===== src/rtl/core/lli_pkg.sv =====
// ----------------------------------------------------------------------------
// lli_pkg
// Types and constants shared by the pwm interpolation table block: request and
// response structs, opcode and status codes, sequencer states, datapath widths.
// ----------------------------------------------------------------------------
package lli_pkg;

    // field widths
    localparam int PWM_W    = 8;
    localparam int RES_W    = 26;
    localparam int IDX_IN_W = 8;

    // divider widths: numerator is off * dpwm + den - 1, quotient never exceeds dpwm
    localparam int QUO_W = PWM_W;
    localparam int NUM_W = RES_W + PWM_W + 1;
    localparam int DSH_W = RES_W + QUO_W - 1;
    localparam int CNT_W = $clog2(QUO_W);

    // opcodes
    localparam logic OP_WRITE = 1'b0;
    localparam logic OP_QUERY = 1'b1;

    // status codes
    localparam logic ST_OK        = 1'b0;
    localparam logic ST_BAD_INDEX = 1'b1;

    typedef struct packed {
        logic                opcode;
        logic [IDX_IN_W-1:0] entry_index;
        logic [PWM_W-1:0]    entry_pwm;
        logic [RES_W-1:0]    entry_resistance;
        logic [RES_W-1:0]    target_resistance;
    } lli_cmd_t;

    typedef struct packed {
        logic [PWM_W-1:0] pwm_value;
        logic             status;
    } lli_rsp_t;

    typedef enum logic [2:0] {
        S_IDLE,
        S_FIRST,
        S_LAST,
        S_SCAN,
        S_MUL,
        S_ADJ,
        S_DIV
    } lli_state_t;

endpackage


===== src/rtl/core/lut_linear_interpolator.sv =====
// ----------------------------------------------------------------------------
// lut_linear_interpolator
// Table of (pwm, resistance) pairs with a write port and a piecewise linear
// lookup of pwm for a target resistance, run by a small sequencer.
// ----------------------------------------------------------------------------
// Usage
//   cmd carries one request (valid/stall); rsp returns exactly one response
//   per request, in order. A write stores one entry and answers status 1 when
//   the index is at or beyond TABLE_ENTRIES (table unchanged), else 0.
//   A query answers the clamped or interpolated pwm with status 0.
// Timing
//   A write's response is registered and appears in the cycle after it is taken.
//   A query runs the end-point checks, scans one segment at a time (up to
//   TABLE_ENTRIES-1 segments), then does the multiply and rounding fix-up
//   and the shift-subtract divide before it answers. The table memory port
//   reads one entry per cycle, which sets the scan length.
//   cmd_stall is high while a query is in progress, and while a finished
//   response waits under rsp_stall; a response is held stable until taken.
// Reset
//   Every entry reads as zero after reset through per-entry valid flags, so
//   no clearing pass is needed; the block is ready as soon as reset is released.
// ----------------------------------------------------------------------------
module lut_linear_interpolator
    import lli_pkg::*;
#(
    parameter int TABLE_ENTRIES = 28
) (
    input  logic     clk,
    input  logic     rst_n,
    input  logic     cmd_valid,
    output logic     cmd_stall,
    input  lli_cmd_t cmd,
    output logic     rsp_valid,
    input  logic     rsp_stall,
    output lli_rsp_t rsp
);

    localparam int              IDX_W = (TABLE_ENTRIES > 1) ? $clog2(TABLE_ENTRIES) : 1;
    localparam logic [IDX_W-1:0] LAST = IDX_W'(TABLE_ENTRIES - 1);

    // table storage
    logic [PWM_W-1:0]         mem_pwm [TABLE_ENTRIES];
    logic [RES_W-1:0]         mem_res [TABLE_ENTRIES];
    logic [TABLE_ENTRIES-1:0] vld_reg;

    lli_state_t state_reg, state_next;

    logic [IDX_W-1:0] addr_reg, addr_next;
    logic [PWM_W-1:0] rd_pwm_reg;
    logic [RES_W-1:0] rd_res_reg;
    logic             rd_vld_reg;
    logic [PWM_W-1:0] cur_pwm;
    logic [RES_W-1:0] cur_res;

    logic [RES_W-1:0] target_reg, target_next;
    logic [PWM_W-1:0] prev_pwm_reg, prev_pwm_next;
    logic [RES_W-1:0] prev_res_reg, prev_res_next;
    logic [PWM_W-1:0] base_reg, base_next;
    logic [PWM_W-1:0] dp_reg, dp_next;
    logic             fall_reg, fall_next;
    logic [RES_W-1:0] off_reg, off_next;
    logic [RES_W-1:0] den_reg, den_next;
    logic [NUM_W-1:0] rem_reg, rem_next;
    logic [DSH_W-1:0] den_sh_reg, den_sh_next;
    logic [QUO_W-1:0] quo_reg, quo_next;
    logic [CNT_W-1:0] cnt_reg, cnt_next;

    lli_rsp_t rsp_reg, rsp_next;
    logic     rsp_valid_reg, rsp_valid_next;

    logic             cmd_take;
    logic             wr_en;
    logic [IDX_W-1:0] wr_idx;
    logic             idx_ok;
    logic             in_seg;
    logic             ge;
    logic [NUM_W-1:0] diff;
    logic [QUO_W-1:0] quo_final;
    logic [NUM_W-2:0] prod;

    // handshake
    assign cmd_stall = (state_reg != S_IDLE) || (rsp_valid_reg && rsp_stall);
    assign cmd_take  = cmd_valid && !cmd_stall;
    assign rsp_valid = rsp_valid_reg;
    assign rsp       = rsp_reg;

    // write decode
    assign idx_ok = cmd.entry_index < IDX_IN_W'(TABLE_ENTRIES);
    assign wr_idx = cmd.entry_index[IDX_W-1:0];
    assign wr_en  = cmd_take && (cmd.opcode == OP_WRITE) && idx_ok;

    // entry read back, unwritten entries read as zero
    assign cur_pwm = rd_vld_reg ? rd_pwm_reg : '0;
    assign cur_res = rd_vld_reg ? rd_res_reg : '0;

    // segment test
    assign in_seg = (target_reg >= prev_res_reg) && (target_reg <= cur_res);

    // multiplier and divider step
    assign prod      = {{PWM_W{1'b0}}, off_reg} * {{RES_W{1'b0}}, dp_reg};
    assign ge        = rem_reg >= {{(NUM_W-DSH_W){1'b0}}, den_sh_reg};
    assign diff      = rem_reg - {{(NUM_W-DSH_W){1'b0}}, den_sh_reg};
    assign quo_final = {quo_reg[QUO_W-2:0], ge};

    // next state
    always_comb
    begin
        state_next = state_reg;
        case (state_reg)
            S_IDLE:
            begin
                if (cmd_take && (cmd.opcode == OP_QUERY))
                begin
                    state_next = S_FIRST;
                end
            end
            S_FIRST:
            begin
                state_next = (target_reg <= cur_res) ? S_IDLE : S_LAST;
            end
            S_LAST:
            begin
                state_next = (target_reg >= cur_res) ? S_IDLE : S_SCAN;
            end
            S_SCAN:
            begin
                if (in_seg)
                begin
                    state_next = (prev_res_reg == cur_res) ? S_IDLE : S_MUL;
                end
                else if (addr_reg == LAST)
                begin
                    state_next = S_IDLE;
                end
            end
            S_MUL:
            begin
                state_next = S_ADJ;
            end
            S_ADJ:
            begin
                state_next = S_DIV;
            end
            S_DIV:
            begin
                if (cnt_reg == '0)
                begin
                    state_next = S_IDLE;
                end
            end
            default:
            begin
                state_next = S_IDLE;
            end
        endcase
    end

    // datapath and response
    always_comb
    begin
        addr_next      = addr_reg;
        target_next    = target_reg;
        prev_pwm_next  = prev_pwm_reg;
        prev_res_next  = prev_res_reg;
        base_next      = base_reg;
        dp_next        = dp_reg;
        fall_next      = fall_reg;
        off_next       = off_reg;
        den_next       = den_reg;
        rem_next       = rem_reg;
        den_sh_next    = den_sh_reg;
        quo_next       = quo_reg;
        cnt_next       = cnt_reg;
        rsp_next       = rsp_reg;
        rsp_valid_next = rsp_valid_reg && rsp_stall;
        case (state_reg)
            S_IDLE:
            begin
                if (cmd_take)
                begin
                    if (cmd.opcode == OP_WRITE)
                    begin
                        rsp_next.pwm_value = '0;
                        rsp_next.status    = idx_ok ? ST_OK : ST_BAD_INDEX;
                        rsp_valid_next     = 1'b1;
                    end
                    else
                    begin
                        target_next = cmd.target_resistance;
                        addr_next   = '0;
                    end
                end
            end
            S_FIRST:
            begin
                // clamp below the first entry
                if (target_reg <= cur_res)
                begin
                    rsp_next.pwm_value = cur_pwm;
                    rsp_next.status    = ST_OK;
                    rsp_valid_next     = 1'b1;
                end
                else
                begin
                    prev_pwm_next = cur_pwm;
                    prev_res_next = cur_res;
                    addr_next     = LAST;
                end
            end
            S_LAST:
            begin
                // clamp above the last entry
                if (target_reg >= cur_res)
                begin
                    rsp_next.pwm_value = cur_pwm;
                    rsp_next.status    = ST_OK;
                    rsp_valid_next     = 1'b1;
                end
                else
                begin
                    addr_next = IDX_W'(1);
                end
            end
            S_SCAN:
            begin
                if (in_seg)
                begin
                    if (prev_res_reg == cur_res)
                    begin
                        rsp_next.pwm_value = prev_pwm_reg;
                        rsp_next.status    = ST_OK;
                        rsp_valid_next     = 1'b1;
                    end
                    else
                    begin
                        base_next = prev_pwm_reg;
                        fall_next = cur_pwm < prev_pwm_reg;
                        dp_next   = (cur_pwm < prev_pwm_reg) ? (prev_pwm_reg - cur_pwm)
                                                             : (cur_pwm - prev_pwm_reg);
                        off_next  = target_reg - prev_res_reg;
                        den_next  = cur_res - prev_res_reg;
                    end
                end
                else if (addr_reg == LAST)
                begin
                    // no segment matched
                    rsp_next.pwm_value = '0;
                    rsp_next.status    = ST_OK;
                    rsp_valid_next     = 1'b1;
                end
                else
                begin
                    prev_pwm_next = cur_pwm;
                    prev_res_next = cur_res;
                    addr_next     = addr_reg + IDX_W'(1);
                end
            end
            S_MUL:
            begin
                rem_next = {1'b0, prod};
            end
            S_ADJ:
            begin
                // falling segment rounds the quotient up
                if (fall_reg)
                begin
                    rem_next = rem_reg + {{(NUM_W-RES_W){1'b0}}, den_reg} - NUM_W'(1);
                end
                den_sh_next = {den_reg, {(QUO_W-1){1'b0}}};
                quo_next    = '0;
                cnt_next    = CNT_W'(QUO_W - 1);
            end
            S_DIV:
            begin
                // restoring divide, one quotient bit per cycle
                if (ge)
                begin
                    rem_next = diff;
                end
                quo_next    = quo_final;
                den_sh_next = den_sh_reg >> 1;
                cnt_next    = cnt_reg - CNT_W'(1);
                if (cnt_reg == '0)
                begin
                    if (fall_reg)
                    begin
                        rsp_next.pwm_value = (quo_final > base_reg) ? '0
                                                                    : (base_reg - quo_final);
                    end
                    else
                    begin
                        rsp_next.pwm_value = base_reg + quo_final;
                    end
                    rsp_next.status = ST_OK;
                    rsp_valid_next  = 1'b1;
                end
            end
            default:
            begin
                rsp_valid_next = rsp_valid_reg && rsp_stall;
            end
        endcase
    end

    // control registers
    always_ff @(posedge clk or negedge rst_n)
    begin
        if (!rst_n)
        begin
            state_reg     <= S_IDLE;
            rsp_valid_reg <= 1'b0;
            vld_reg       <= '0;
        end
        else
        begin
            state_reg     <= state_next;
            rsp_valid_reg <= rsp_valid_next;
            if (wr_en)
            begin
                vld_reg[wr_idx] <= 1'b1;
            end
        end
    end

    // payload registers
    always_ff @(posedge clk)
    begin
        addr_reg     <= addr_next;
        target_reg   <= target_next;
        prev_pwm_reg <= prev_pwm_next;
        prev_res_reg <= prev_res_next;
        base_reg     <= base_next;
        dp_reg       <= dp_next;
        fall_reg     <= fall_next;
        off_reg      <= off_next;
        den_reg      <= den_next;
        rem_reg      <= rem_next;
        den_sh_reg   <= den_sh_next;
        quo_reg      <= quo_next;
        cnt_reg      <= cnt_next;
        rsp_reg      <= rsp_next;
    end

    // table memory, one write and one registered read port
    always_ff @(posedge clk)
    begin
        if (wr_en)
        begin
            mem_pwm[wr_idx] <= cmd.entry_pwm;
            mem_res[wr_idx] <= cmd.entry_resistance;
        end
        rd_pwm_reg <= mem_pwm[addr_next];
        rd_res_reg <= mem_res[addr_next];
        rd_vld_reg <= vld_reg[addr_next];
    end

`ifndef SYNTHESIS
    // no request is taken while a query is in progress
    a_busy_stall: assert property (@(posedge clk) disable iff (!rst_n)
        state_reg != S_IDLE |-> cmd_stall)
        else $error("request taken while busy");

    // divider remainder stays below twice the current shifted divisor
    a_div_bound: assert property (@(posedge clk) disable iff (!rst_n)
        state_reg == S_DIV |-> rem_reg < {1'b0, den_sh_reg, 1'b0})
        else $error("divider quotient overflow");

    // scan never looks at the first entry as the upper end of a segment
    a_scan_addr: assert property (@(posedge clk) disable iff (!rst_n)
        state_reg == S_SCAN |-> addr_reg != '0)
        else $error("scan address out of order");

    // a query response never reports a write error
    a_query_ok: assert property (@(posedge clk) disable iff (!rst_n)
        (state_reg != S_IDLE) && rsp_valid_next && !(rsp_valid_reg && rsp_stall)
        |=> rsp.status == ST_OK)
        else $error("query response with error status");
`endif

endmodule


===== config.mk =====
export PLATFORM = sky130hd
export DESIGN_NAME = lut_linear_interpolator
export DESIGN_NICKNAME = d
export VERILOG_FILES = /design/src/rtl/core/lli_pkg.sv /design/src/rtl/core/lut_linear_interpolator.sv
export SDC_FILE = /design/constraint.sdc
export NUM_CORES = 2
export LEC_CHECK = 0
export BUFFER_PORTS_ARGS = -buffer_cell sky130_fd_sc_hd__buf_2
export CELL_PAD_IN_SITES_DETAIL_PLACEMENT = 0
export CELL_PAD_IN_SITES_GLOBAL_PLACEMENT = 1
export CORE_ASPECT_RATIO = 0.7
export CORE_MARGIN = 5
export CORE_UTILIZATION = 50
export CTS_CLUSTER_SIZE = 30
export DETAILED_ROUTE_END_ITERATION = 12
export PLACE_DENSITY = 0.82
export SLEW_MARGIN = 20
export SYNTH_ARGS = -nofsm -noshare
export SYNTH_HDL_FRONTEND = slang
export SYNTH_SLANG_ARGS = --single-unit

===== constraint.sdc =====
create_clock -name clk -period 10 [get_ports clk]
set_clock_uncertainty 0.1 [all_clocks]
set_input_delay 2 -clock clk [delete_from_list [all_inputs] [get_ports clk]]
set_output_delay 2 -clock clk [all_outputs]
set_load 0.02 [all_outputs]

==> metrics list <==
- Outcome: complete, no violations
- The cell sitting at the root of the clock tree is a sky130_fd_sc_hd__clkbuf_16.
* Peak supply drop: 745 µV
- Max-cap violations in this run came to 0.
- Port Buffers: 83
- The register with the most flip-flops in the layout has 728 of them.
- From synthesis to final layout, the design area changed by 10.2%.
- Synthesis handed over a netlist of 5072 instances.
- CTS H-tree lvls: 3
- After synthesis the cells add up to 62800 µm².
* Synth warnings: 0
- Routed len/inst: 24.3 µm
- For this run, asynchronously set or reset flops after synthesis account for 2.58%.
- GRT overflow: 0
- Share of post-route cells with drive strength above 1: 8.27%
- Sum of negative setup slack: 0 ns
- Setup repair after global routing left no endpoint under its margin.
* Slew Viols, Final: 0
- Upper clock frequency limit: 0.136 GHz
* Kind of capture point of the worst setup path: flop
* Data arrival time of the critical path: 7.69 ns
- Fill cells in the final layout number 10120.
* TritonCTS clock tree: done
- The first detailed-routing pass ran for 6 iterations.
- After clock tree synthesis, the clock-pin slew on the worst setup and hold paths is 0.07 ns.
- For this design the top-level I/O count stands at 84.
* Remaining number of nets flagged by the antenna check after routing: 0
* Power per unit of standard cell area: 371 nW/µm²
- Entering global routing, the biggest net connects 177 pins.
- The floorplan has 108 rows.
- Slew of the pin with the lowest slew margin: 1.29 ns
- OpenSTA, run right after detailed placement, puts the worst setup slack at 2.84 ns.
- At the end of routability-driven placement, the weighted congestion stood at 0.905.
- Number of antenna violations at the first check in global routing: 12
- The biggest area contributor in the post-synthesis netlist is sky130_fd_sc_hd__edfxtp_1.
- After synthesis the netlist holds a flip-flop and latch count of 1240.
- Along the worst path, the maximum fanout reaches 26.
- For this configuration, the core starts out at a cell density of 50.5%.
- Clock latency on the worst-skew pair, taken at its later pin, is 0.73 ns.
- Sequential cell area fraction in the yosys report: 58.4%
- The worst path meets setup with 2.66 ns of slack.
* Inserted Clock Buffers: 113
- Drc violations: 0
- Final-report hold violation count: 0
- Area of the placeable core: 124000 µm²
* Vias per cell: 6.02
- Number of distinct library cell variants in the gate-level netlist after synthesis: 83
* Routed Wire Length: 167000 µm
* Critical Setup Path Class: reg2reg
- When the netlist entered floorplanning its net count stood at 5554.
- A synthesized cell averages 12.4 µm².
- The die covers 133000 µm².
- Worst Path Required: 10.35 ns
- Min cycle time layout: 7.34 ns
- TritonCTS Sinks: 1240
- Number of DRC markers in iteration 0: 4836
- No sink is reached through more buffers than the 3 on the longest clock path.
- The path class of the tightest hold or removal check is reg2reg.
- In the global route stage, overall resource usage came out at 24.9%.
- Static Leak: 27.0 nW
- Setup violations remaining at the end of the flow were counted as 0.
* First-pass GRT wire length: 249000 µm
- The library cell used most frequently in the layout, excluding fill and tap cells, is sky130_fd_sc_hd__edfxtp_1.
* Chip width: 434 µm
- Measured against its own limit, the worst slew margin works out to 13.5%.
* Cts repair resizes: 0
- The synthesized design devotes to its leading area cell type 55.9% of total area.
- Number of flops mapped to enable cells by yosys: 1168
- Number of setup buffers added after CTS: 0
* Commonest cells after routing, fill and taps aside: 1168 x sky130_fd_sc_hd__edfxtp_1, 602 x sky130_fd_sc_hd__nand2_1, 478 x sky130_fd_sc_hd__inv_1
- The most used flip-flop cell after synthesis is sky130_fd_sc_hd__edfxtp_1.
- STA classifies the critical path startpoint as a flop.
* Final Net Count: 5603
- Measured along the y axis, the die boundary spans 306 µm.
- By area the synthesized netlist is led by sky130_fd_sc_hd__edfxtp_1 56%, sky130_fd_sc_hd__mux2i_1 5.6%, sky130_fd_sc_hd__ha_1 5.1%, sky130_fd_sc_hd__fa_1 4.8%, sky130_fd_sc_hd__nand2_1 3.6%.
* Post-DP HPWL: 104000 µm
- Vias: 41386
* Count of hold-fix buffers inserted at cts: 0
- The via count of the first global-routing pass came to 38959.
- Ratio of final minimum period to clock period: 73.4%
-- cells by family (layout without fill, tap and decap cells) --
family	count (synthesis)	in the layout	share of synthesized area, %
AO/OA/AOI/OAI	910	910	10.0
XOR/XNOR	125	125	1.74
adder cells (fa/ha/maj)	409	409	9.97
buffers and inverters	704	853	4.37
flip-flops	1240	1240	58.4
multiplexers	354	354	5.65
other	0	5	0
AND/OR/NAND/NOR	1330	1330	9.84
-- critical path, stage by stage, from the launching register on --
cell	delay, ns
sky130_fd_sc_hd__edfxtp_1	0.75
sky130_fd_sc_hd__and2_1	0.32
sky130_fd_sc_hd__fa_1	0.54
sky130_fd_sc_hd__inv_1	0.06
sky130_fd_sc_hd__fa_1	0.54
sky130_fd_sc_hd__inv_1	0.05
sky130_fd_sc_hd__fa_1	0.49
sky130_fd_sc_hd__fa_1	0.42
sky130_fd_sc_hd__ha_1	0.33
sky130_fd_sc_hd__o21ai_0	0.09
sky130_fd_sc_hd__a21oi_1	0.09
sky130_fd_sc_hd__o41ai_1	0.59
sky130_fd_sc_hd__o211ai_1	0.29
sky130_fd_sc_hd__a211oi_1	0.39
sky130_fd_sc_hd__o21ai_0	0.39
sky130_fd_sc_hd__a2111oi_0	0.81
sky130_fd_sc_hd__o31ai_1	0.23
sky130_fd_sc_hd__a31oi_1	0.24
sky130_fd_sc_hd__xnor2_1	0.17
sky130_fd_sc_hd__o221ai_1	0.16
-- synth_stat cells (all sizes together) (5+ instances only) --
cell type,number
edfxtp,1168
nand2,603
inv,481
mux2i,350
ha,257
nand3,208
a21oi,195
nor2,153
fa,152
clkbuf,149
and2,145
o21ai,144
a211oi,85
xnor2,82
a2111oi,81
a21o,75
buf,72
nor3,46
xor2,43
a31oi,41
dfxtp,40
a221oi,36
a32oi,35
o32ai,33
dfrtp,32
or2,32
nand4,29
o21bai,28
a22oi,26
nor2b,26
and3,23
o21a,23
nand2b,22
o211ai,16
a21boi,15
or3,13
o221ai,11
o31ai,11
nor4,10
a211o,9
a311oi,7
o22ai,7
nor3b,5
-- routing by layer --
metal / routed length, µm / global-route usage [%] / part of all wire, %
met1: 75900 / 39.1 / 45
met5: 124 / 0.677 / 0.074
met4: 4060 / 6.29 / 2.4
met2: 68600 / 34.7 / 41
met3: 18600 / 5.94 / 11
-- layout make-up --
| type | count | area, µm² | area share (%) |
|---|---|---|---|
| multi-input combinational | 3128 | 23700 | 34.2 |
| antenna | 5 | 12.5 | 0.0181 |
| timing repair buffer | 155 | 1010 | 1.45 |
| tap | 1650 | 2060 | 2.98 |
| inverter | 483 | 1820 | 2.63 |
| clock inverter | 64 | 783 | 1.13 |
| sequential | 1240 | 36700 | 53.0 |
| clock buffer | 151 | 3150 | 4.56 |
-- final timing paths --
| check | startpoint | to | slack [ns] | cells after the start |
|---|---|---|---|---|
| max | dp_reg[2] | rem_reg[33] | 2.66 | 19 |
| max reg2reg | dp_reg[2] | rem_reg[33] | 2.66 | 19 |
| min reg2reg | vld_reg[17] | vld_reg[17] | 0.37 | 2 |
| min in group asynchronous | rst_n | vld_reg[13] | 1.25 | 1 |
| min | vld_reg[17] | vld_reg[17] | 0.37 | 2 |
| max in group asynchronous | rst_n | rsp_valid | 8.05 | 1 |
-- power by group --
group | leakage [nW] | switching, mW | internal, mW | total, mW
Combinational | 13.8 | 8.93 | 5.41 | 14.3
Clock | 1.90 | 1.96 | 2.61 | 4.58
Sequential | 11.3 | 0.333 | 6.40 | 6.73
-- stage by stage --
| step | area [µm²] | hold WS, ns | total power, mW | cells | util [%] |
|---|---|---|---|---|---|
| 2_1_floorplan | 62800 | 0.324 | 17.2 | 5072 | - |
| 3_3_place_gp | 65200 | 0.343 | 20.7 | 6655 | 52.4 |
| 3_5_place_dp | 65200 | 0.348 | 20.9 | 6655 | 52.4 |
| 4_1_cts | 69100 | 0.367 | 25.5 | 6870 | 55.6 |
| 5_1_grt | 69200 | 0.377 | 27.3 | 6873 | 55.6 |
| 6_report | 69200 | 0.367 | 25.7 | 6876 | 55.6 |
(Power assumes the default switching activity.)
